`config.mk`:
```
export PLATFORM = sky130hd
export DESIGN_NAME = alu_with_flags_8bit_unit
export DESIGN_NICKNAME = d
export VERILOG_FILES = /design/src/design/awf8_pkg.sv /design/src/design/alu_with_flags_8bit_unit.sv /design/src/design/awf8_alu.sv
export SDC_FILE = /design/constraint.sdc
export NUM_CORES = 1
export LEC_CHECK = 0
export ABC_AREA = 1
export BUFFER_PORTS_ARGS = -buffer_cell sky130_fd_sc_hd__buf_2
export CAP_MARGIN = 15
export CORE_ASPECT_RATIO = 0.9
export CORE_MARGIN = 5
export CORE_UTILIZATION = 64
export CTS_CLUSTER_DIAMETER = 40
export CTS_CLUSTER_SIZE = 14
export DETAILED_ROUTE_END_ITERATION = 8
export PLACE_DENSITY = 0.87
export SLEW_MARGIN = 20
export SYNTH_ARGS = -nofsm -noshare
export SYNTH_HDL_FRONTEND = slang
export SYNTH_SLANG_ARGS = --single-unit
```
`constraint.sdc`:
```
create_clock -name aclk -period 7.2 [get_ports aclk]
set_input_delay 0.36 -clock aclk [delete_from_list [all_inputs] [get_ports aclk]]
set_output_delay 0.36 -clock aclk [all_outputs]
set_load 0.1 [all_outputs]
```
`src/design/awf8_pkg.sv`:
```
// Shared types and constants of the 8-bit ALU with flags.
package awf8_pkg;

    localparam int unsigned OP_W      = 5;
    localparam int unsigned WORD_W    = 16;
    localparam int unsigned BYTE_W    = 8;
    localparam int unsigned BITIDX_W  = 3;
    localparam int unsigned S_TDATA_W = 48;
    localparam int unsigned M_TDATA_W = 24;

    // Decimal adjust constants
    localparam logic [BYTE_W-1:0] DAA_HI_LIMIT = 8'h99;
    localparam logic [BYTE_W-1:0] DAA_HI_ADJ   = 8'h60;
    localparam logic [BYTE_W-1:0] DAA_LO_ADJ   = 8'h06;
    localparam logic [3:0]        DAA_LO_LIMIT = 4'h9;

    typedef enum logic [OP_W-1:0] {
        OP_ADD   = 5'd0,
        OP_ADC   = 5'd1,
        OP_SUB   = 5'd2,
        OP_SBC   = 5'd3,
        OP_AND   = 5'd4,
        OP_XOR   = 5'd5,
        OP_OR    = 5'd6,
        OP_CP    = 5'd7,
        OP_INC   = 5'd8,
        OP_DEC   = 5'd9,
        OP_RLC   = 5'd10,
        OP_RRC   = 5'd11,
        OP_RL    = 5'd12,
        OP_RR    = 5'd13,
        OP_SLA   = 5'd14,
        OP_SRA   = 5'd15,
        OP_SRL   = 5'd16,
        OP_SWAP  = 5'd17,
        OP_BIT   = 5'd18,
        OP_SET   = 5'd19,
        OP_RES   = 5'd20,
        OP_DAA   = 5'd21,
        OP_ADD16 = 5'd22
    } op_t;

    typedef struct packed {
        logic carry;
        logic half;
        logic sub;
        logic zero;
    } flags_t;

    typedef struct packed {
        flags_t              flags;
        logic [BITIDX_W-1:0] bit_index;
        logic [WORD_W-1:0]   operand_b;
        logic [WORD_W-1:0]   operand_a;
        logic [OP_W-1:0]     req_type;
    } req_t;

    typedef struct packed {
        flags_t            flags;
        logic [WORD_W-1:0] result_value;
    } rsp_t;

endpackage

```
`src/design/alu_with_flags_8bit_unit.sv`:
```
// Top level of the 8-bit ALU with flags: request register, ALU, result register.
//
//  channel | direction | tdata fields (lowest bit first)                      | bits
//  --------+-----------+------------------------------------------------------+-----
//  s_      | in        | req_type, operand_a, operand_b, bit_index, Z, N, H, C | 48
//  m_      | out       | result_value, Z, N, H, C                              | 24
//
//  One request per cycle sustained while m_tready stays high; each request passes
//  the request register, then the result register after the ALU.
//  The ALU is a single combinational pass with no state between requests.
//  aresetn is synchronous and active low; it clears both valid bits only.
//  A stall on m_tready holds the result register; the request register keeps
//  taking a new request whenever the result register can advance.
module alu_with_flags_8bit_unit (
    input  logic                             aclk,
    input  logic                             aresetn,

    input  logic                             s_tvalid,
    output logic                             s_tready,
    // [4:0] req_type, [20:5] operand_a, [36:21] operand_b, [39:37] bit_index,
    // [40] zero_in, [41] sub_in, [42] half_in, [43] carry_in, [47:44] zero fill
    input  logic [awf8_pkg::S_TDATA_W-1:0]   s_tdata,

    output logic                             m_tvalid,
    input  logic                             m_tready,
    // [15:0] result_value, [16] zero_out, [17] sub_out, [18] half_out,
    // [19] carry_out, [23:20] zero fill
    output logic [awf8_pkg::M_TDATA_W-1:0]   m_tdata
);

    localparam int unsigned REQ_W = $bits(awf8_pkg::req_t);
    localparam int unsigned RSP_W = $bits(awf8_pkg::rsp_t);

    logic           in_valid_reg;
    logic           in_valid_next;
    awf8_pkg::req_t in_req_reg;
    logic           out_valid_reg;
    logic           out_valid_next;
    awf8_pkg::rsp_t out_rsp_reg;
    awf8_pkg::rsp_t alu_rsp;
    logic           out_free;
    logic           out_load;
    logic           in_take;

    // Advance the result register when it is empty or being drained
    assign out_free = !out_valid_reg || m_tready;
    assign out_load = in_valid_reg && out_free;
    // Take a request when the request register is empty or moving on
    assign s_tready = !in_valid_reg || out_free;
    assign in_take  = s_tvalid && s_tready;

    always_comb begin
        in_valid_next = in_valid_reg;
        if (in_take) begin
            in_valid_next = 1'b1;
        end else if (out_load) begin
            in_valid_next = 1'b0;
        end
    end

    always_comb begin
        out_valid_next = out_valid_reg;
        if (out_load) begin
            out_valid_next = 1'b1;
        end else if (m_tready) begin
            out_valid_next = 1'b0;
        end
    end

    always_ff @(posedge aclk) begin
        if (!aresetn) begin
            in_valid_reg  <= 1'b0;
            out_valid_reg <= 1'b0;
        end else begin
            in_valid_reg  <= in_valid_next;
            out_valid_reg <= out_valid_next;
        end
    end

    // Payload registers: hold unless loaded
    always_ff @(posedge aclk) begin
        if (in_take) begin
            in_req_reg <= awf8_pkg::req_t'(s_tdata[REQ_W-1:0]);
        end
        if (out_load) begin
            out_rsp_reg <= alu_rsp;
        end
    end

    awf8_alu u_alu (
        .req_i (in_req_reg),
        .rsp_o (alu_rsp)
    );

    assign m_tvalid = out_valid_reg;
    assign m_tdata  = {{(awf8_pkg::M_TDATA_W - RSP_W){1'b0}}, out_rsp_reg};

`ifndef SYNTH
    // An empty result register must never block the request side
    a_ready_when_empty: assert property (@(posedge aclk) disable iff (!aresetn)
        !out_valid_reg |-> s_tready)
        else $error("s_tready low while result register empty");

    // A held request must reach the result register when it can advance
    a_request_moves: assert property (@(posedge aclk) disable iff (!aresetn)
        out_load |=> out_valid_reg)
        else $error("request lost between stages");

    // A blocked request must stay in the request register
    a_request_held: assert property (@(posedge aclk) disable iff (!aresetn)
        (in_valid_reg && !out_free) |=> (in_valid_reg && $stable(in_req_reg)))
        else $error("stalled request dropped or changed");

    // Byte-wide operations leave the upper result byte clear
    a_upper_byte_clear: assert property (@(posedge aclk) disable iff (!aresetn)
        (out_load && (in_req_reg.req_type != awf8_pkg::OP_ADD16))
        |=> (out_rsp_reg.result_value[15:8] == '0))
        else $error("upper result byte set for a byte operation");
`endif

endmodule

```
`src/design/awf8_alu.sv`:
```
// Combinational ALU datapath: one request in, result and new flags out.
module awf8_alu (
    input  awf8_pkg::req_t req_i,
    output awf8_pkg::rsp_t rsp_o
);

    logic [awf8_pkg::BYTE_W-1:0] a;
    logic [awf8_pkg::BYTE_W-1:0] b;
    logic [awf8_pkg::BYTE_W-1:0] r;
    logic [awf8_pkg::BYTE_W-1:0] bit_mask;
    logic [awf8_pkg::BYTE_W-1:0] daa_tmp;
    logic [awf8_pkg::BYTE_W:0]   sum9;
    logic [awf8_pkg::BYTE_W:0]   diff9;
    logic [4:0]                  sum_lo;
    logic [4:0]                  diff_lo;
    logic [awf8_pkg::WORD_W:0]   sum17;
    logic [12:0]                 sum13;
    logic [awf8_pkg::WORD_W-1:0] result;
    logic                        t;
    logic                        setz;
    awf8_pkg::flags_t            f;
    awf8_pkg::op_t               op;

    assign a        = req_i.operand_a[awf8_pkg::BYTE_W-1:0];
    assign b        = req_i.operand_b[awf8_pkg::BYTE_W-1:0];
    assign op       = awf8_pkg::op_t'(req_i.req_type);
    assign bit_mask = 8'(1) << req_i.bit_index;

    // Carry or borrow only for the with-carry forms
    assign t = req_i.flags.carry & ((op == awf8_pkg::OP_ADC) | (op == awf8_pkg::OP_SBC));

    assign sum9    = {1'b0, a} + {1'b0, b} + 9'(t);
    assign sum_lo  = {1'b0, a[3:0]} + {1'b0, b[3:0]} + 5'(t);
    assign diff9   = {1'b0, a} - {1'b0, b} - 9'(t);
    assign diff_lo = {1'b0, a[3:0]} - {1'b0, b[3:0]} - 5'(t);
    assign sum17   = {1'b0, req_i.operand_a} + {1'b0, req_i.operand_b};
    assign sum13   = {1'b0, req_i.operand_a[11:0]} + {1'b0, req_i.operand_b[11:0]};

    always_comb begin
        f       = req_i.flags;
        r       = '0;
        result  = '0;
        setz    = 1'b1;
        daa_tmp = a;
        case (op)
            awf8_pkg::OP_ADD, awf8_pkg::OP_ADC: begin
                r       = sum9[awf8_pkg::BYTE_W-1:0];
                f.half  = sum_lo[4];
                f.carry = sum9[awf8_pkg::BYTE_W];
                f.sub   = 1'b0;
            end
            awf8_pkg::OP_SUB, awf8_pkg::OP_SBC: begin
                r       = diff9[awf8_pkg::BYTE_W-1:0];
                f.half  = diff_lo[4];
                f.carry = diff9[awf8_pkg::BYTE_W];
                f.sub   = 1'b1;
            end
            awf8_pkg::OP_CP: begin
                r       = a;
                f.zero  = (diff9[awf8_pkg::BYTE_W-1:0] == '0);
                f.half  = diff_lo[4];
                f.carry = diff9[awf8_pkg::BYTE_W];
                f.sub   = 1'b1;
                setz    = 1'b0;
            end
            awf8_pkg::OP_AND: begin
                r = a & b;
                f.sub = 1'b0; f.half = 1'b1; f.carry = 1'b0;
            end
            awf8_pkg::OP_XOR: begin
                r = a ^ b;
                f.sub = 1'b0; f.half = 1'b0; f.carry = 1'b0;
            end
            awf8_pkg::OP_OR: begin
                r = a | b;
                f.sub = 1'b0; f.half = 1'b0; f.carry = 1'b0;
            end
            awf8_pkg::OP_INC: begin
                r      = a + 8'd1;
                f.half = (a[3:0] == 4'hF);
                f.sub  = 1'b0;
            end
            awf8_pkg::OP_DEC: begin
                r      = a - 8'd1;
                f.half = (a[3:0] == 4'h0);
                f.sub  = 1'b1;
            end
            awf8_pkg::OP_RLC: begin
                r = {a[6:0], a[7]};
                f.carry = a[7]; f.sub = 1'b0; f.half = 1'b0;
            end
            awf8_pkg::OP_RRC: begin
                r = {a[0], a[7:1]};
                f.carry = a[0]; f.sub = 1'b0; f.half = 1'b0;
            end
            awf8_pkg::OP_RL: begin
                r = {a[6:0], req_i.flags.carry};
                f.carry = a[7]; f.sub = 1'b0; f.half = 1'b0;
            end
            awf8_pkg::OP_RR: begin
                r = {req_i.flags.carry, a[7:1]};
                f.carry = a[0]; f.sub = 1'b0; f.half = 1'b0;
            end
            awf8_pkg::OP_SLA: begin
                r = {a[6:0], 1'b0};
                f.carry = a[7]; f.sub = 1'b0; f.half = 1'b0;
            end
            awf8_pkg::OP_SRA: begin
                r = {a[7], a[7:1]};
                f.carry = a[0]; f.sub = 1'b0; f.half = 1'b0;
            end
            awf8_pkg::OP_SRL: begin
                r = {1'b0, a[7:1]};
                f.carry = a[0]; f.sub = 1'b0; f.half = 1'b0;
            end
            awf8_pkg::OP_SWAP: begin
                r = {a[3:0], a[7:4]};
                f.sub = 1'b0; f.half = 1'b0; f.carry = 1'b0;
            end
            awf8_pkg::OP_BIT: begin
                r      = a;
                f.zero = ((a & bit_mask) == '0);
                f.sub  = 1'b0;
                f.half = 1'b1;
                setz   = 1'b0;
            end
            awf8_pkg::OP_SET: begin
                r    = a | bit_mask;
                setz = 1'b0;
            end
            awf8_pkg::OP_RES: begin
                r    = a & ~bit_mask;
                setz = 1'b0;
            end
            awf8_pkg::OP_DAA: begin
                if (!req_i.flags.sub) begin
                    if (req_i.flags.carry || (a > awf8_pkg::DAA_HI_LIMIT)) begin
                        daa_tmp = a + awf8_pkg::DAA_HI_ADJ;
                        f.carry = 1'b1;
                    end
                    // The upper adjust leaves the low nibble alone
                    if (req_i.flags.half || (a[3:0] > awf8_pkg::DAA_LO_LIMIT)) begin
                        r = daa_tmp + awf8_pkg::DAA_LO_ADJ;
                    end else begin
                        r = daa_tmp;
                    end
                end else begin
                    r = a - (req_i.flags.carry ? awf8_pkg::DAA_HI_ADJ : '0)
                          - (req_i.flags.half ? awf8_pkg::DAA_LO_ADJ : '0);
                end
                f.half = 1'b0;
            end
            awf8_pkg::OP_ADD16: begin
                f.half  = sum13[12];
                f.carry = sum17[awf8_pkg::WORD_W];
                f.sub   = 1'b0;
                setz    = 1'b0;
            end
            default: begin
                // Undefined codes: zero result, flags pass through
                r    = '0;
                setz = 1'b0;
            end
        endcase

        if (op == awf8_pkg::OP_ADD16) begin
            result = sum17[awf8_pkg::WORD_W-1:0];
        end else begin
            result = {8'h00, r};
        end

        if (setz) begin
            f.zero = (r == '0);
        end
    end

    assign rsp_o.result_value = result;
    assign rsp_o.flags        = f;

endmodule

```
==> results.py <==
metrics = {
    "outcome": {
        "status": "finished clean",
    },
    "critical_path": {
        "r2r_setup_slack_ns": 2.98,
        "arrival_ns": 4.45,
        "worstSetupEndpointType": "register",
        "crit_required_ns": 7.43,
        "timing.setup.critical_path_class": "reg -> reg",
        "timing.critical_path.fanout_max": 14,
        "cp-start-kind": "register",
        "ff2ff_path_depth": 17,
    },
    "power_and_ir_drop": {
        "finalPower_mw": 1.17,
        "power.density_cell_area_nw_per_um2": 178,
        "peakVddDrop_v": 0.000136,
        "total_leakage_power_nw": 3.22,
    },
    "placed_design": {
        "globalplace.congestion": 1.05,
        "place_inst": 1003,
        "place_hpwl_um": 15400,
        "count_of_buffers_from_port_buffering": 69,
    },
    "hold_path": {
        "worst_hold_path_type": "in -> reg",
        "hold_path_depth": 1,
    },
    "clock_tree": {
        "cts_root_buf": "clkbuf_8",
        "h-tree-depth": 3,
        "cts-resized-gates": 0,
        "clk_latency_worst_skew_pair_ns": 0.36,
        "cts_post_setup_buffers_inserted": 0,
        "cts_tree": "built",
        "clk_pin_slew_ns": 0.08,
        "cts_sinks": 66,
        "number_of_buffers_inserted_for_hold_repair_after_clock_tree_synthesis": 0,
        "max-clock-path-buffers": 2,
        "number_of_buffers_created_by_cts": 9,
    },
    "sta": {
        "fin_setup_tns_ns": 0,
        "finalCriticalPeriod_ns": 4.22,
        "endpoints_failing_hold": 0,
        "worst_slew_pin_slew_ns": 1.11,
        "hold_slack_ns": 0.170,
        "setup_repair_after_global_routing_missed_its_margin": "false",
        "slew_headroom": 0.258,
        "period_share": 0.586,
        "final-max-slew-violation-count": 0,
        "setup_viol": 0,
        "fin_skew_ns": 0.00891,
        "maxClockFrequency_mhz": 237,
    },
    "synthesis": {
        "ys.flop_type": "edfxtp_1",
        "synth-seq-cells": 66,
        "synth.distinct_cells": 50,
        "post_synth_inst_count": 823,
        "yosysWarnings": 0,
        "synth-edff-count": 64,
        "async_reset_ff_frac": 0,
        "sequential_fraction_of_the_synthesis_area": 0.328,
        "average_cell_area_after_synthesis_um2": 7.26,
        "syn-cell-area_um2": 5980,
    },
    "detailed_routing": {
        "drt_drc_violations_left": 0,
        "total_number_of_vias": 6239,
        "detailedRoute.firstPassIterationCount": 6,
        "drt-vias-per-instance": 6.12,
        "drt-initial-drc-count": 887,
        "total_wirelength_um": 20200,
        "route.detailed.wl_per_inst_um": 19.8,
        "antenna_violating_nets_post_route": 0,
    },
    "global_routing": {
        "global_route.usage.total": 0.355,
        "first_global_vias": 5963,
        "grt_pass1_wl_um": 31200,
        "antenna_violations_before_repair": 0,
        "global_route_total_overflow": 0,
        "maximum_number_of_pins_on_one_net_before_global_route_repair": 45,
    },
    "final_layout": {
        "largest_reg_flops": 44,
        "mostFrequentLayoutCells": "nand2_1, nor2_1, inv_1",
        "area.growth.synth_to_final_pct": 10.4,
        "final_cell_count_no_fill": 1019,
        "fillCellCount": 732,
        "register_area_um2": 1960,
        "commonest_non_fill_non_tap_cell_in_the_layout": "nand2_1",
        "multiInputGateArea_um2": 3570,
        "nNetsFinal": 1001,
        "antenna_cells": 0,
        "layout-drive-gt1-share": 0.123,
    },
    "job": {
        "max-cap-violations": 0,
    },
    "floorplan": {
        "dieHeight_um": 102,
        "std_cell_rows": 33,
        "start_util": 0.655,
        "top_ports": 78,
        "die_width_um": 112,
        "dieArea_um2": 11400,
        "placeableCoreArea_um2": 9130,
    },
}
[metal layers]
layer,wire length [um],track usage,up-vias
li1,-,-,2906
met1,7930,0.476,2803
met2,8660,0.536,463
met3,2810,0.104,67
met4,763,0.163,0
met5,0,0,-
[where the power goes]
part,switching (mW),internal [mW]
sequential,0.0280,0.450
combinational,0.274,0.110
clock,0.152,0.159
[kinds of logic after synthesis]
group,share of synthesized area
compound gates,0.132
xor+xnor,0.0278
fa+ha+maj,0.127
buf+inv,0.0762
flops,0.328
other cells,0.000627
simple gates,0.308
[metrics by stage]
| step | setup WS, ns | area (um2) | utilization |
|---|---|---|---|
| 2_1_floorplan | 3.88 | 5990 | - |
| 3_3_place_gp | 3.21 | 6410 | 0.703 |
| 3_5_place_dp | 3.16 | 6410 | 0.703 |
| 4_1_cts | 3.10 | 6600 | 0.723 |
| 5_1_grt | 2.69 | 6600 | 0.723 |
| 6_report | 2.98 | 6600 | 0.723 |
[worst max-delay path: stages (launching register included)]
cell,delay [ns]
edfxtp_1,0.63
inv_1,0.47
nand2_1,0.19
nor3_1,0.35
inv_1,0.11
fa_1,0.44
fa_1,0.46
o21ai_0,0.25
nand2_1,0.13
xor2_1,0.17
and2_1,0.14
nor2_1,0.17
nand3_1,0.14
nor2_1,0.10
nand3_1,0.08
nor2_1,0.10
nand3_1,0.07
nand2_1,0.08
[area by class of cell]
cell class                      instances  share of cell area
Clock buffer                           11              0.0199
Inverter                               95              0.0540
Sequential cell                        66               0.297
Multi-Input combinational cell        648               0.542
Timing Repair Buffer                   72              0.0557
Clock inverter                          5             0.00834
Tap cell                              122              0.0231
[final timing paths]
check | start | endpoint
max | in_req_reg[4] | m_tdata[16]
min | s_tdata[3] | in_req_reg[3]
max reg2reg | in_req_reg[4] | m_tdata[16]
min reg2reg | in_valid_reg | m_tvalid
[cell usage after synthesis (2+ instances only)]
library cell / n / area [um2]
nand2_1: 215 / 807
nor2_1: 97 / 364
inv_1: 90 / 338
nand3_1: 71 / 355
edfxtp_1: 64 / 1920
a21oi_1: 63 / 315
ha_1: 51 / 638
o21ai_0: 37 / 185
xor2_1: 14 / 123
nand4_1: 9 / 56.3
nor3_1: 8 / 40.0
buf_4: 7 / 52.6
o211ai_1: 7 / 52.6
buf_2: 6 / 30.0
fa_1: 6 / 120
nand2_2: 6 / 37.5
nand3b_1: 5 / 37.5
nor2_2: 5 / 31.3
xnor2_1: 5 / 43.8
inv_2: 4 / 15.0
o22ai_1: 4 / 25.0
clkbuf_1: 3 / 11.3
nor2_4: 3 / 33.8
o2111ai_1: 3 / 26.3
o21ai_1: 3 / 15.0
or2_2: 3 / 18.8
a21o_1: 2 / 15.0
a22oi_1: 2 / 15.0
dfxtp_1: 2 / 40.0
nand3_2: 2 / 20.0
nor4_1: 2 / 12.5
o21a_1: 2 / 15.0
o21bai_1: 2 / 15.0
o221ai_1: 2 / 17.5
o31ai_1: 2 / 15.0
o41ai_1: 2 / 17.5
Note: power is estimated with default switching activity, not from simulation.
